===== src/rtl/mima_pkg.sv =====
`default_nettype none
package mima_pkg;

    localparam logic [7:0] MIDI_SOX = 8'hF0;
    localparam logic [7:0] MIDI_EOX = 8'hF7;
    localparam logic [3:0] MIDI_SYS_NIB = 4'hF;
    localparam logic [3:0] MIDI_PGM_NIB = 4'hC;
    localparam logic [3:0] MIDI_CHP_NIB = 4'hD;

    localparam int Q_DEPTH = 4;
    localparam int Q_AW = $clog2(Q_DEPTH);

    localparam logic [15:0] SYSEX_LEN_RST = 16'd256;

    typedef enum logic [1:0] {
        CFG_PORT_MASK  = 2'd0,
        CFG_START_TIME = 2'd1,
        CFG_SYSEX_LEN  = 2'd2
    } t_cfg_idx;

    typedef enum logic {
        KIND_SHORT = 1'b0,
        KIND_SYSEX = 1'b1
    } t_kind;

    typedef struct packed {
        logic [7:0]  rs;
        logic [23:0] msg;
        logic [1:0]  cnt;
        logic        excl;
        logic [15:0] fill;
    } t_port_state;

    typedef struct packed {
        logic [1:0]  port;
        t_kind       kind;
        logic [23:0] message;
        logic [15:0] byte_index;
        logic        done;
        logic [31:0] timestamp;
    } t_entry;

    typedef struct packed {
        logic full;
        logic valid;
    } t_q_status;

endpackage
`default_nettype wire


===== src/rtl/mima_in_if.sv =====
`default_nettype none
interface mima_in_if;
    logic        valid;
    logic        ready;
    logic [1:0]  port;
    logic [7:0]  data_byte;
    logic [31:0] timestamp;
    logic        buffer_queued;

    modport source (output valid, output port, output data_byte, output timestamp,
                    output buffer_queued, input ready);
    modport sink (input valid, input port, input data_byte, input timestamp,
                  input buffer_queued, output ready);
endinterface
`default_nettype wire


===== src/rtl/mima_out_if.sv =====
`default_nettype none
interface mima_out_if;
    logic        valid;
    logic        ready;
    logic [1:0]  out_port;
    logic        event_kind;
    logic [23:0] message;
    logic [15:0] byte_index;
    logic        buffer_done;
    logic [31:0] event_time;

    modport source (output valid, output out_port, output event_kind, output message,
                    output byte_index, output buffer_done, output event_time, input ready);
    modport sink (input valid, input out_port, input event_kind, input message,
                  input byte_index, input buffer_done, input event_time, output ready);
endinterface
`default_nettype wire


===== src/rtl/mima_front.sv =====
`default_nettype none
module mima_front #(
    parameter int NUM_PORTS = 4
) (
    input  wire                  i_clk,
    input  wire                  i_rst_n,
    mima_in_if.sink              i_in,
    input  wire [3:0]            i_port_mask,
    input  wire [15:0]           i_sysex_len,
    input  mima_pkg::t_q_status  i_q_status,
    output logic                 o_push,
    output mima_pkg::t_entry     o_entry
);
    import mima_pkg::*;

    t_port_state r_st [NUM_PORTS];
    t_port_state w_cur;
    t_port_state n_st;
    t_entry      w_entry;
    logic        w_emit;
    logic        w_acc;
    logic        w_en;

    assign i_in.ready = !i_q_status.full;
    assign w_acc = i_in.valid && i_in.ready;
    assign w_en = ({30'd0, i_in.port} < 32'(NUM_PORTS)) && i_port_mask[i_in.port];

    always_comb begin
        w_cur = '0;
        for (int i = 0; i < NUM_PORTS; i++) begin
            if ({30'd0, i_in.port} == 32'(i)) begin
                w_cur = r_st[i];
            end
        end
    end

    // per-port byte parser
    always_comb begin
        logic [16:0] nf;
        logic [15:0] pos;
        logic        done;
        logic        drop;
        logic [1:0]  cnt;
        logic [7:0]  b0;
        logic [1:0]  need;
        n_st = w_cur;
        w_emit = 1'b0;
        w_entry = '0;
        w_entry.port = i_in.port;
        w_entry.timestamp = i_in.timestamp;
        pos = w_cur.fill;
        nf = {1'b0, w_cur.fill} + 17'd1;
        done = 1'b0;
        drop = 1'b0;
        cnt = 2'd0;
        b0 = 8'd0;
        need = 2'd0;
        if (w_cur.excl) begin
            if (i_in.buffer_queued) begin
                if (nf >= {1'b0, i_sysex_len}) begin
                    done = 1'b1;
                end
                n_st.fill = nf[15:0];
            end
            if (i_in.data_byte == MIDI_EOX) begin
                n_st.excl = 1'b0;
                done = 1'b1;
            end
            if (i_in.buffer_queued) begin
                if (done) begin
                    n_st.fill = '0;
                end
                w_emit = 1'b1;
                w_entry.kind = KIND_SYSEX;
                w_entry.message = {16'd0, i_in.data_byte};
                w_entry.byte_index = pos;
                w_entry.done = done;
            end
        end else begin
            if (i_in.data_byte[7]) begin
                n_st.cnt = 2'd0;
                n_st.msg = '0;
            end else if (w_cur.cnt == 2'd0) begin
                if (w_cur.rs[7] && (w_cur.rs[7:4] != MIDI_SYS_NIB)) begin
                    n_st.msg = {16'd0, w_cur.rs};
                    n_st.cnt = 2'd1;
                end else begin
                    drop = 1'b1;
                end
            end
            if (!drop) begin
                cnt = n_st.cnt;
                case (cnt)
                    2'd0: n_st.msg[7:0] = i_in.data_byte;
                    2'd1: n_st.msg[15:8] = i_in.data_byte;
                    2'd2: n_st.msg[23:16] = i_in.data_byte;
                    default: ;
                endcase
                if (cnt != 2'd3) begin
                    cnt = cnt + 2'd1;
                end
                n_st.cnt = cnt;
                b0 = n_st.msg[7:0];
                if ((cnt == 2'd1) && (b0[7:4] != MIDI_SYS_NIB)) begin
                    n_st.rs = b0;
                end
                if (b0[7:4] == MIDI_SYS_NIB) begin
                    if (b0 == MIDI_SOX) begin
                        n_st.excl = 1'b1;
                        n_st.cnt = 2'd0;
                    end else begin
                        need = 2'd1;
                    end
                end else if ((b0[7:4] == MIDI_PGM_NIB) || (b0[7:4] == MIDI_CHP_NIB)) begin
                    need = 2'd2;
                end else if (b0[7]) begin
                    need = 2'd3;
                end
                if ((need != 2'd0) && (cnt == need)) begin
                    n_st.cnt = 2'd0;
                    w_emit = 1'b1;
                    w_entry.kind = KIND_SHORT;
                    w_entry.message = n_st.msg;
                    n_st.msg = '0;
                end
            end
        end
    end

    always_ff @(posedge i_clk) begin
        if (!i_rst_n) begin
            for (int i = 0; i < NUM_PORTS; i++) begin
                r_st[i] <= '0;
            end
        end else if (w_acc && w_en) begin
            for (int i = 0; i < NUM_PORTS; i++) begin
                if ({30'd0, i_in.port} == 32'(i)) begin
                    r_st[i] <= n_st;
                end
            end
        end
    end

    assign o_push = w_acc && w_en && w_emit;
    assign o_entry = w_entry;
endmodule
`default_nettype wire


===== src/rtl/mima_queue.sv =====
`default_nettype none
module mima_queue (
    input  wire                  i_clk,
    input  wire                  i_rst_n,
    input  wire                  i_push,
    input  mima_pkg::t_entry     i_wdata,
    input  wire                  i_pop,
    output mima_pkg::t_q_status  o_status,
    output mima_pkg::t_entry     o_rdata
);
    import mima_pkg::*;

    t_entry          r_mem [Q_DEPTH];
    logic [Q_AW-1:0] r_wptr;
    logic [Q_AW-1:0] r_rptr;
    logic [Q_AW:0]   r_cnt;
    logic            w_push;
    logic            w_pop;

    assign o_status.full = (r_cnt == (Q_AW+1)'(Q_DEPTH));
    assign o_status.valid = (r_cnt != '0);
    assign w_push = i_push && !o_status.full;
    assign w_pop = i_pop && o_status.valid;
    assign o_rdata = r_mem[r_rptr];

    always_ff @(posedge i_clk) begin
        if (w_push) begin
            r_mem[r_wptr] <= i_wdata;
        end
    end

    always_ff @(posedge i_clk) begin
        if (!i_rst_n) begin
            r_wptr <= '0;
            r_rptr <= '0;
            r_cnt <= '0;
        end else begin
            if (w_push) begin
                r_wptr <= r_wptr + 1'b1;
            end
            if (w_pop) begin
                r_rptr <= r_rptr + 1'b1;
            end
            case ({w_push, w_pop})
                2'b10: r_cnt <= r_cnt + 1'b1;
                2'b01: r_cnt <= r_cnt - 1'b1;
                default: r_cnt <= r_cnt;
            endcase
        end
    end
endmodule
`default_nettype wire


===== src/rtl/mima_back.sv =====
`default_nettype none
module mima_back (
    input  wire                  i_clk,
    input  wire                  i_rst_n,
    input  mima_pkg::t_q_status  i_q_status,
    input  mima_pkg::t_entry     i_entry,
    input  wire [31:0]           i_start_time,
    output logic                 o_pop,
    mima_out_if.source           o_out
);
    import mima_pkg::*;

    logic        r_valid;
    logic [1:0]  r_port;
    t_kind       r_kind;
    logic [23:0] r_message;
    logic [15:0] r_index;
    logic        r_done;
    logic [31:0] r_time;
    logic [31:0] n_time;

    assign o_pop = i_q_status.valid && (!r_valid || o_out.ready);

    // short messages are stamped relative to the start tick
    assign n_time = (i_entry.kind == KIND_SHORT) ? (i_entry.timestamp - i_start_time)
                                                 : i_entry.timestamp;

    always_ff @(posedge i_clk) begin
        if (!i_rst_n) begin
            r_valid <= 1'b0;
        end else if (o_pop) begin
            r_valid <= 1'b1;
        end else if (o_out.ready) begin
            r_valid <= 1'b0;
        end
    end

    always_ff @(posedge i_clk) begin
        if (o_pop) begin
            r_port <= i_entry.port;
            r_kind <= i_entry.kind;
            r_message <= i_entry.message;
            r_index <= i_entry.byte_index;
            r_done <= i_entry.done;
            r_time <= n_time;
        end
    end

    assign o_out.valid = r_valid;
    assign o_out.out_port = r_port;
    assign o_out.event_kind = r_kind;
    assign o_out.message = r_message;
    assign o_out.byte_index = r_index;
    assign o_out.buffer_done = r_done;
    assign o_out.event_time = r_time;
endmodule
`default_nettype wire


===== src/rtl/midi_input_message_assembler.sv =====
// path: a beat that completes a result is written into the queue at the accepting edge
// and moved from there into the output register, where it is held until it is taken
// throughput: one beat per cycle; a four-entry queue between parser and output register
// absorbs output stalls, input ready drops only when that queue is full
// reset: synchronous, active low; clears all per-port parser state and the queue,
// port mask and start time to zero, exclusive buffer length to 256
`default_nettype none
module midi_input_message_assembler #(
    parameter int NUM_PORTS = 4
) (
    input  wire         i_clk,
    input  wire         i_rst_n,
    mima_in_if.sink     i_in,
    mima_out_if.source  o_out,
    input  wire         i_cfg_we,
    input  wire [1:0]   i_cfg_idx,
    input  wire [31:0]  i_cfg_data
);
    import mima_pkg::*;

    logic [3:0]  r_port_mask;
    logic [31:0] r_start_time;
    logic [15:0] r_sysex_len;
    t_q_status   w_q_status;
    t_entry      w_push_entry;
    t_entry      w_pop_entry;
    logic        w_push;
    logic        w_pop;

    always_ff @(posedge i_clk) begin
        if (!i_rst_n) begin
            r_port_mask <= '0;
            r_start_time <= '0;
            r_sysex_len <= SYSEX_LEN_RST;
        end else if (i_cfg_we) begin
            case (t_cfg_idx'(i_cfg_idx))
                CFG_PORT_MASK:  r_port_mask <= i_cfg_data[3:0];
                CFG_START_TIME: r_start_time <= i_cfg_data;
                CFG_SYSEX_LEN:  r_sysex_len <= i_cfg_data[15:0];
                default: ;
            endcase
        end
    end

    mima_front #(
        .NUM_PORTS (NUM_PORTS)
    ) u_front (
        .i_clk       (i_clk),
        .i_rst_n     (i_rst_n),
        .i_in        (i_in),
        .i_port_mask (r_port_mask),
        .i_sysex_len (r_sysex_len),
        .i_q_status  (w_q_status),
        .o_push      (w_push),
        .o_entry     (w_push_entry)
    );

    mima_queue u_queue (
        .i_clk    (i_clk),
        .i_rst_n  (i_rst_n),
        .i_push   (w_push),
        .i_wdata  (w_push_entry),
        .i_pop    (w_pop),
        .o_status (w_q_status),
        .o_rdata  (w_pop_entry)
    );

    mima_back u_back (
        .i_clk        (i_clk),
        .i_rst_n      (i_rst_n),
        .i_q_status   (w_q_status),
        .i_entry      (w_pop_entry),
        .i_start_time (r_start_time),
        .o_pop        (w_pop),
        .o_out        (o_out)
    );

`ifndef SYNTH
    a_stall_needs_backlog: assert property (@(posedge i_clk) disable iff (!i_rst_n)
        !i_in.ready |-> w_q_status.valid)
        else $error("input stalled with empty queue");

    a_reset_clears_out: assert property (@(posedge i_clk)
        !i_rst_n |=> !o_out.valid)
        else $error("output valid right after reset");

    a_sysex_one_byte: assert property (@(posedge i_clk) disable iff (!i_rst_n)
        (o_out.valid && (o_out.event_kind == KIND_SYSEX)) |-> (o_out.message[23:8] == '0))
        else $error("exclusive beat carries more than one byte");

    a_short_no_buffer: assert property (@(posedge i_clk) disable iff (!i_rst_n)
        (o_out.valid && (o_out.event_kind == KIND_SHORT))
        |-> ((o_out.byte_index == '0) && !o_out.buffer_done))
        else $error("short message with buffer fields set");
`endif
endmodule
`default_nettype wire


===== src/flat_wrapper.sv =====
// flat-port wrapper written by rule: the top's interface ports become plain ports
module midi_input_message_assembler_flat import mima_pkg::*;
#(
    parameter int NUM_PORTS = 4
)
  (i_clk, i_rst_n, i_cfg_we, i_cfg_idx, i_cfg_data, i_in_valid, i_in_port, i_in_data_byte, i_in_timestamp, i_in_buffer_queued, i_in_ready, o_out_valid, o_out_out_port, o_out_event_kind, o_out_message, o_out_byte_index, o_out_buffer_done, o_out_event_time, o_out_ready);
  mima_in_if i_in_i ();
  mima_out_if o_out_i ();
  input  wire i_clk;
  input  wire i_rst_n;
  input  wire i_cfg_we;
  input  wire [1:0] i_cfg_idx;
  input  wire [31:0] i_cfg_data;
  input wire logic [$bits(i_in_i.valid)-1:0] i_in_valid;
  input wire logic [$bits(i_in_i.port)-1:0] i_in_port;
  input wire logic [$bits(i_in_i.data_byte)-1:0] i_in_data_byte;
  input wire logic [$bits(i_in_i.timestamp)-1:0] i_in_timestamp;
  input wire logic [$bits(i_in_i.buffer_queued)-1:0] i_in_buffer_queued;
  output wire logic [$bits(i_in_i.ready)-1:0] i_in_ready;
  output wire logic [$bits(o_out_i.valid)-1:0] o_out_valid;
  output wire logic [$bits(o_out_i.out_port)-1:0] o_out_out_port;
  output wire logic [$bits(o_out_i.event_kind)-1:0] o_out_event_kind;
  output wire logic [$bits(o_out_i.message)-1:0] o_out_message;
  output wire logic [$bits(o_out_i.byte_index)-1:0] o_out_byte_index;
  output wire logic [$bits(o_out_i.buffer_done)-1:0] o_out_buffer_done;
  output wire logic [$bits(o_out_i.event_time)-1:0] o_out_event_time;
  input wire logic [$bits(o_out_i.ready)-1:0] o_out_ready;
  assign i_in_i.valid = i_in_valid;
  assign i_in_i.port = i_in_port;
  assign i_in_i.data_byte = i_in_data_byte;
  assign i_in_i.timestamp = i_in_timestamp;
  assign i_in_i.buffer_queued = i_in_buffer_queued;
  assign i_in_ready = i_in_i.ready;
  assign o_out_valid = o_out_i.valid;
  assign o_out_out_port = o_out_i.out_port;
  assign o_out_event_kind = o_out_i.event_kind;
  assign o_out_message = o_out_i.message;
  assign o_out_byte_index = o_out_i.byte_index;
  assign o_out_buffer_done = o_out_i.buffer_done;
  assign o_out_event_time = o_out_i.event_time;
  assign o_out_i.ready = o_out_ready;
  midi_input_message_assembler #(.NUM_PORTS(NUM_PORTS)) u_core (.i_clk(i_clk), .i_rst_n(i_rst_n), .i_in(i_in_i), .o_out(o_out_i), .i_cfg_we(i_cfg_we), .i_cfg_idx(i_cfg_idx), .i_cfg_data(i_cfg_data));
endmodule

===== config.mk =====
export PLATFORM = sky130hd
export DESIGN_NAME = midi_input_message_assembler_flat
export DESIGN_NICKNAME = d
export VERILOG_FILES = /design/src/rtl/mima_pkg.sv /design/src/rtl/mima_in_if.sv /design/src/rtl/mima_out_if.sv /design/src/rtl/mima_front.sv /design/src/rtl/mima_queue.sv /design/src/rtl/mima_back.sv /design/src/rtl/midi_input_message_assembler.sv /design/src/flat_wrapper.sv
export SDC_FILE = /design/constraint.sdc
export NUM_CORES = 1
export LEC_CHECK = 0
export BUFFER_PORTS_ARGS = -buffer_cell sky130_fd_sc_hd__clkbuf_2
export CAP_MARGIN = 20
export CORE_ASPECT_RATIO = 0.7
export CORE_MARGIN = 8
export CORE_UTILIZATION = 30
export DETAILED_ROUTE_END_ITERATION = 10
export REMOVE_ABC_BUFFERS = 1
export SLEW_MARGIN = 20
export SYNTH_ARGS = -nofsm -noshare
export SYNTH_HDL_FRONTEND = slang
export SYNTH_SLANG_ARGS = --single-unit

===== constraint.sdc =====
create_clock -name i_clk -period 7.3 [get_ports i_clk]
set_input_delay 1.825 -clock i_clk [delete_from_list [all_inputs] [get_ports i_clk]]
set_output_delay 1.825 -clock i_clk [all_outputs]
set_load 0.02 [all_outputs]

-- Word-level counts from Yosys, hierarchy flattened
Memory sizes are Yosys's and may differ from the RTL's. A register that Yosys moved wholly into a read port is not among the register bits.
Index checks and enable logic that the tools add are counted.
- output and inout bits: 78
- RAM bits: 508
- bits in read-only memories: 0
- register bits: 136
- logic and storage cells: 154
- bits in latches: 0
- input port bits: 82
- memories: 2
- memory list (name ; depth ; bits a word ; read ports ; clocked after memory_dff ; wr ports ; RTL line ; RTL):
    u_core.u_queue.r_mem ; 4 ; 76 ; 1 ; 1 ; 1 ; mima_queue.sv:13 ; t_entry r_mem [Q_DEPTH];
    u_core.u_front.r_st ; 4 ; 51 ; 4 ; 0 ; 4 ; mima_front.sv:16 ; t_port_state r_st [NUM_PORTS];
- mux-type cells: 82
- equal/unequal tests: 20
- add/sub/neg operators: 7
- reductions and logical operators: 24
- bitwise gates (word level): 4
- order comparisons: 2
- shifts and indexed selects: 0
- $mul: 0
- divide/modulo/power cells: 0
- operators with widths (operator ; number):
    51-bit 2-to-1 mux ; 8
    26-bit 2-to-1 mux ; 5
    16-bit 2-to-1 mux ; 4
    24-bit 2-to-1 mux ; 2
    8-bit 2-to-1 mux ; 6
    42-bit 2-to-1 mux ; 1
    1-bit 2-to-1 mux ; 37
    35-bit 2-to-1 mux ; 1
    34-bit 2-to-1 mux ; 1
    32-bit 2-to-1 mux ; 1
    32-bit subtractor ; 1
    25-bit 2-to-1 mux ; 1
    2-bit 2-to-1 mux ; 10
    16-bit by 1-bit adder with 17-bit output, second input constant ; 1
    17-bit by 16-bit greater-or-equal comparator with 1-bit output ; 1
    17-bit 2-to-1 mux ; 1
    8-bit equality test, second input constant ; 2
    4-bit equality test, second input constant ; 3
    2-bit by 1-bit equality test with 1-bit output, second input constant ; 5
    2-bit equality test, second input constant ; 5
    1-bit logical AND ; 9
    2-bit zero test ; 4
    4-bit inequality test, second input constant ; 2
    2-bit by 1-bit adder with 2-bit output, second input constant ; 3
    15 further kinds ; 25

-- Longest topological paths before layout
- depth after elaboration: 30
- mapped depth: 23
- mapped depth without buffers: 18

-- By module
From an unflattened synthesis, not the netlist that was laid out.
- cell total of the unflattened synthesis: 2103
- area, all modules: 29976.2 um^2
- by module, submodules not included (module ; instances ; seq. area each (um^2) ; area each (um^2) ; cells an instance):
    mima_front ; 1 ; 6125.9 ; 11855.1 ; 1010
    mima_queue ; 1 ; 9308.9 ; 11494.8 ; 449
    mima_back ; 1 ; 2302.2 ; 4579.4 ; 437
    midi_input_message_assembler ; 1 ; 1041.0 ; 2047.0 ; 207

-- Least setup slack after synthesis
Ideal clock, no wire load.
- path type: input to register
- from: in i_in_port[0]
- to: mem u_core.u_front.r_st[1][0] (netlist name), enable pin
- path buffers: 4
- arrival time: 6983 ps
- data required time: 6769 ps
- library setup time: 531 ps
- path slack: -213 ps
- stages: 6
- path through: buf_4 -> buf_2 -> buf_2 -> buf_1 -> nand4_1 -> o21ai_0
- RTL lines (element ; RTL line ; RTL):
    from (decl) ; flat_wrapper.sv:15 ; input wire logic [$bits(i_in_i.port)-1:0] i_in_port;
    to (decl) ; mima_front.sv:16 ;

==> metrics.md <==
| Metric | Value |
|---|---|
| Ratio of cells with drive above 1 in the final layout | 22.1% |
| Status | finished, final reports clean |
| Leak | 11.3 nW |
| Overall overflow remaining after global route | 0 |
| Num Clock Sinks | 646 |
| Worst Path Required | 7.74 ns |
| Die Ht | 273 µm |
| Via count of the first global-routing pass | 17600 |
| Ys async rst share | 0% |
| Fraction of power consumed by sequential logic | 45.1% |
| Core box area | between 90000 and 100000 µm² |
| Cell variety after synth | 76 |
| Clock latency of the later-clocked register in the worst-skew pair | around 0.62 ns |
| Final instance count without filler cells | 3406 |
| Critical path arrival | 7.04 ns |
| Via count normalized by instance count | roughly 5 |
| Final routed wire length divided by cell count | 20.6 µm |
| Routed via count | 17000 |
| Setup slack after layout | 0.702 ns |
| Postcts setup bufs | 0 |
| Share of total power in the clock network | between 30% and 40% |
| Net switching fraction of the power | 29.0% |
| Count of buffers from port buffering | 159 |
| Number of antenna violations at the first check in global routing | 3 |
| CTS tree | yes |
| Endpoint kind of the worst setup timing path | register |
| Post-detail-place hpwl | 46900 µm |
| Cell chosen for the clock root | sky130_fd_sc_hd__clkbuf_16 |
| Depth of the most critical reg-to-reg path | 18 |
| Net Switching | 2.97 mW |
| Power consumption | 10.2 mW |
| Sort of element at the start of the critical path | primary input |
| Overall die area | 105000 µm² |
| Number of nets still failing antenna checks after routing | 0 |
| Number of core rows | 94 |
| Pin slew with the least headroom to its limit | 1.09 ns |
| Final layout net count | 2239 |
| GR Util All Layers | a little over an eighth |
| Io pins | 160 |
| Longest Clk Path Bufs | 3 |
| Min cycle time layout | 6.60 ns |
| Placed cells | ~3300 |
| Mean cell area of the mapped netlist | 14.7 µm² |
| Path category of the worst min-delay check | register to register |
| Setup Viol. Count Final | 0 |
| Main synth FF type | sky130_fd_sc_hd__edfxtp_1 |
| RSZ-0062 raised after global routing | false |
| DRT iter0 DRCs | ~1500 |
| Total DRC errors in the routed layout | 0 |
| Proportion of netlist area held by the largest area contributor | 61.9% |
| Pins over their slew limit | 0 |
| Share of synthesized area occupied by flip-flops and latches | 66.3% |
| Total CTS buffers | around 70 |
| Worst setup slack for register-to-register paths | 2.09 ns |
| Final period utilization | 90.4% |
| First-pass GRT wire length | 107000 µm |
| Post-synth design cell area | 28300 µm² |
| Gate power share | 20.5% |
| Number of flops mapped to enable cells by yosys | 584 |
| P per Cell Area | 309 nW/µm² |
| Post-cts hold buffer count | 0 |
| Clock-pin transition on the worst setup and hold timing paths | 0.06 ns |
| Starting Density | 30.2% |
| Critical path type | primary input to register |
| Worst hold slack across all endpoints | 0.462 ns |
| Flip-flop and latch count after synthesis | 646 |
| Synth Instances | 1922 |
| Die outline width | 383 µm |
| Worst Path Max Fanout | 17 |
| Post-synthesis cell type with the largest combined area | sky130_fd_sc_hd__edfxtp_1 |
| Worst setup slack before clock tree synthesis | 0.181 ns |
| Drt first pass iters | 5 |
| Int Pwr | 7.27 mW |
| Largest net degree at the start of global routing | 67 |
| Peak Freq | 152 MHz |
| Worst hold path cell count | 2 |
| Most numerous cell in the Yosys netlist | sky130_fd_sc_hd__edfxtp_1 |
| Placer congestion estimate | approximately 0.87 |
| Leading post-synthesis cells by instance count | sky130_fd_sc_hd__edfxtp_1, sky130_fd_sc_hd__nor2_1, sky130_fd_sc_hd__nand2_1 |
| CTS HTree Levels | 3 |
| Number of warnings issued by yosys | 0 |
| Gates resized, CTS repair | 0 |
| Routed Wire Length | 70200 µm |
| Layout area overhead | 16.8% |
| Worst setup skew after layout | 0.0379 ns |
| Cell types occupying the most area after synthesis | sky130_fd_sc_hd__edfxtp_1, sky130_fd_sc_hd__mux4_2, sky130_fd_sc_hd__dfxtp_1 |
| Reported max-cap violation count | 0 |
| Final Hold Fails | 0 |
| Relative slew slack | 26.8% |
| Worst voltage drop across the vdd grid | 0.000152 V |
-- sequential cells by signal, summed over array words and instances (netlist names), 2 cells and up, named ones only --
register	count
u_core.u_back.o_out.message	24
u_core.r_start_time	32
u_core.u_back.o_out.out_port	2
u_core.u_queue.r_cnt	3
u_core.u_front.r_st	204
u_core.r_port_mask	4
u_core.u_back.o_out.event_time	32
u_core.r_sysex_len	16
u_core.u_queue.r_rptr	2
u_core.u_queue.r_mem	304
u_core.u_back.o_out.byte_index	16
u_core.u_queue.r_wptr	2
-- critical path, cell delays in order --
cell and delay [ns]:
sky130_fd_sc_hd__buf_2 0.42, sky130_fd_sc_hd__mux4_2 0.37, sky130_fd_sc_hd__ha_1 0.26, sky130_fd_sc_hd__nand3_1 0.20, sky130_fd_sc_hd__nor3_1 0.46, sky130_fd_sc_hd__and3_1 0.31, sky130_fd_sc_hd__and3_1 0.26, sky130_fd_sc_hd__xor2_1 0.18
sky130_fd_sc_hd__ha_1 0.28, sky130_fd_sc_hd__nand3_1 0.10, sky130_fd_sc_hd__a21boi_0 0.08, sky130_fd_sc_hd__o211ai_1 0.16, sky130_fd_sc_hd__a21oi_1 0.09, sky130_fd_sc_hd__o21ai_0 0.16, sky130_fd_sc_hd__a41oi_1 0.18, sky130_fd_sc_hd__or4_1 0.95
sky130_fd_sc_hd__nor2_8 0.35, sky130_fd_sc_hd__nand3b_1 0.18, sky130_fd_sc_hd__a21oi_1 0.20
-- path summary, 6_finish.rpt --
kind	from	endpoint
max	i_in_port[1]	u_core.u_front.r_st[3][9]
min reg2reg	u_core.r_start_time[9]	u_core.r_start_time[9]
max reg2reg	u_core.u_front.r_st[3][0]	u_core.u_front.r_st[3][9]
min	u_core.r_start_time[9]	u_core.r_start_time[9]
-- power by group through the flow --
| stage | Sequential [mW] | Combinational, mW | Clock [mW] |
|---|---|---|---|
| floorplan | 5.02 | 1.07 | 0 |
| global placement | 4.71 | 2.08 | 0 |
| detailed placement | 4.71 | 2.12 | 0 |
| CTS | 4.64 | 2.13 | 3.61 |
| global route | 4.66 | 2.29 | 3.74 |
| finish | 4.62 | 2.10 | 3.52 |
-- cell families after synthesis --
family	synth area share, %
AOI/OAI and AO/OA	7.79
xor gates and xnor gates	1.36
buffers and inverters	2.42
muxes	10.4
DFF	66.3
and+or+nand+nor	9.19
adders and majority gates	2.53
-- cell type report --
class,instances,area (µm²)
fill,8841,60600
antenna,1,2.50
multi-input combinational,1105,8940
clock buffer,96,1910
sequential,646,18800
clock inverter,34,372
inverter,67,251
tap,1248,1560
timing repair buffer,209,1270
-- placed cells by master (no fill, tap or decap), drive strengths merged, types with 7 or more instances in the layout --
cell      n
a21boi   51
a21o     22
a21oi    54
a22oi    31
a32o     28
and2     57
and3     39
buf      52
clkbuf  253
clkinv   25
dfxtp    62
edfxtp  584
ha       54
inv      70
mux4    127
nand2   173
nand3    19
nand4     7
nor2    192
nor2b    19
nor3     14
o21ai    79
o31ai     8
xnor2    20
xor2     24
-- metal layers --
metal | vias up | track usage (%) | share of wire (%)
met5 | - | 0 | 0.016
met4 | 2 | 3.27 | 2.0
met3 | 113 | 2.79 | 7.2
met2 | 564 | 21.4 | 47
met1 | 8646 | 17.8 | 44
li1 | 7680 | - | -
-- through the flow --
step / util (%) / TNS [ns] / instance area [µm²]
final: 35.3 / 0 / 33100
after global routing: 35.3 / 0 / 33100
after global placement: 32.9 / 0 / 30800
after floorplan: - / -0.125 / 27900
after CTS: 35.3 / 0 / 33100
after detailed placement: 32.9 / 0 / 30800
Note: power is estimated with default switching activity, not from simulation.
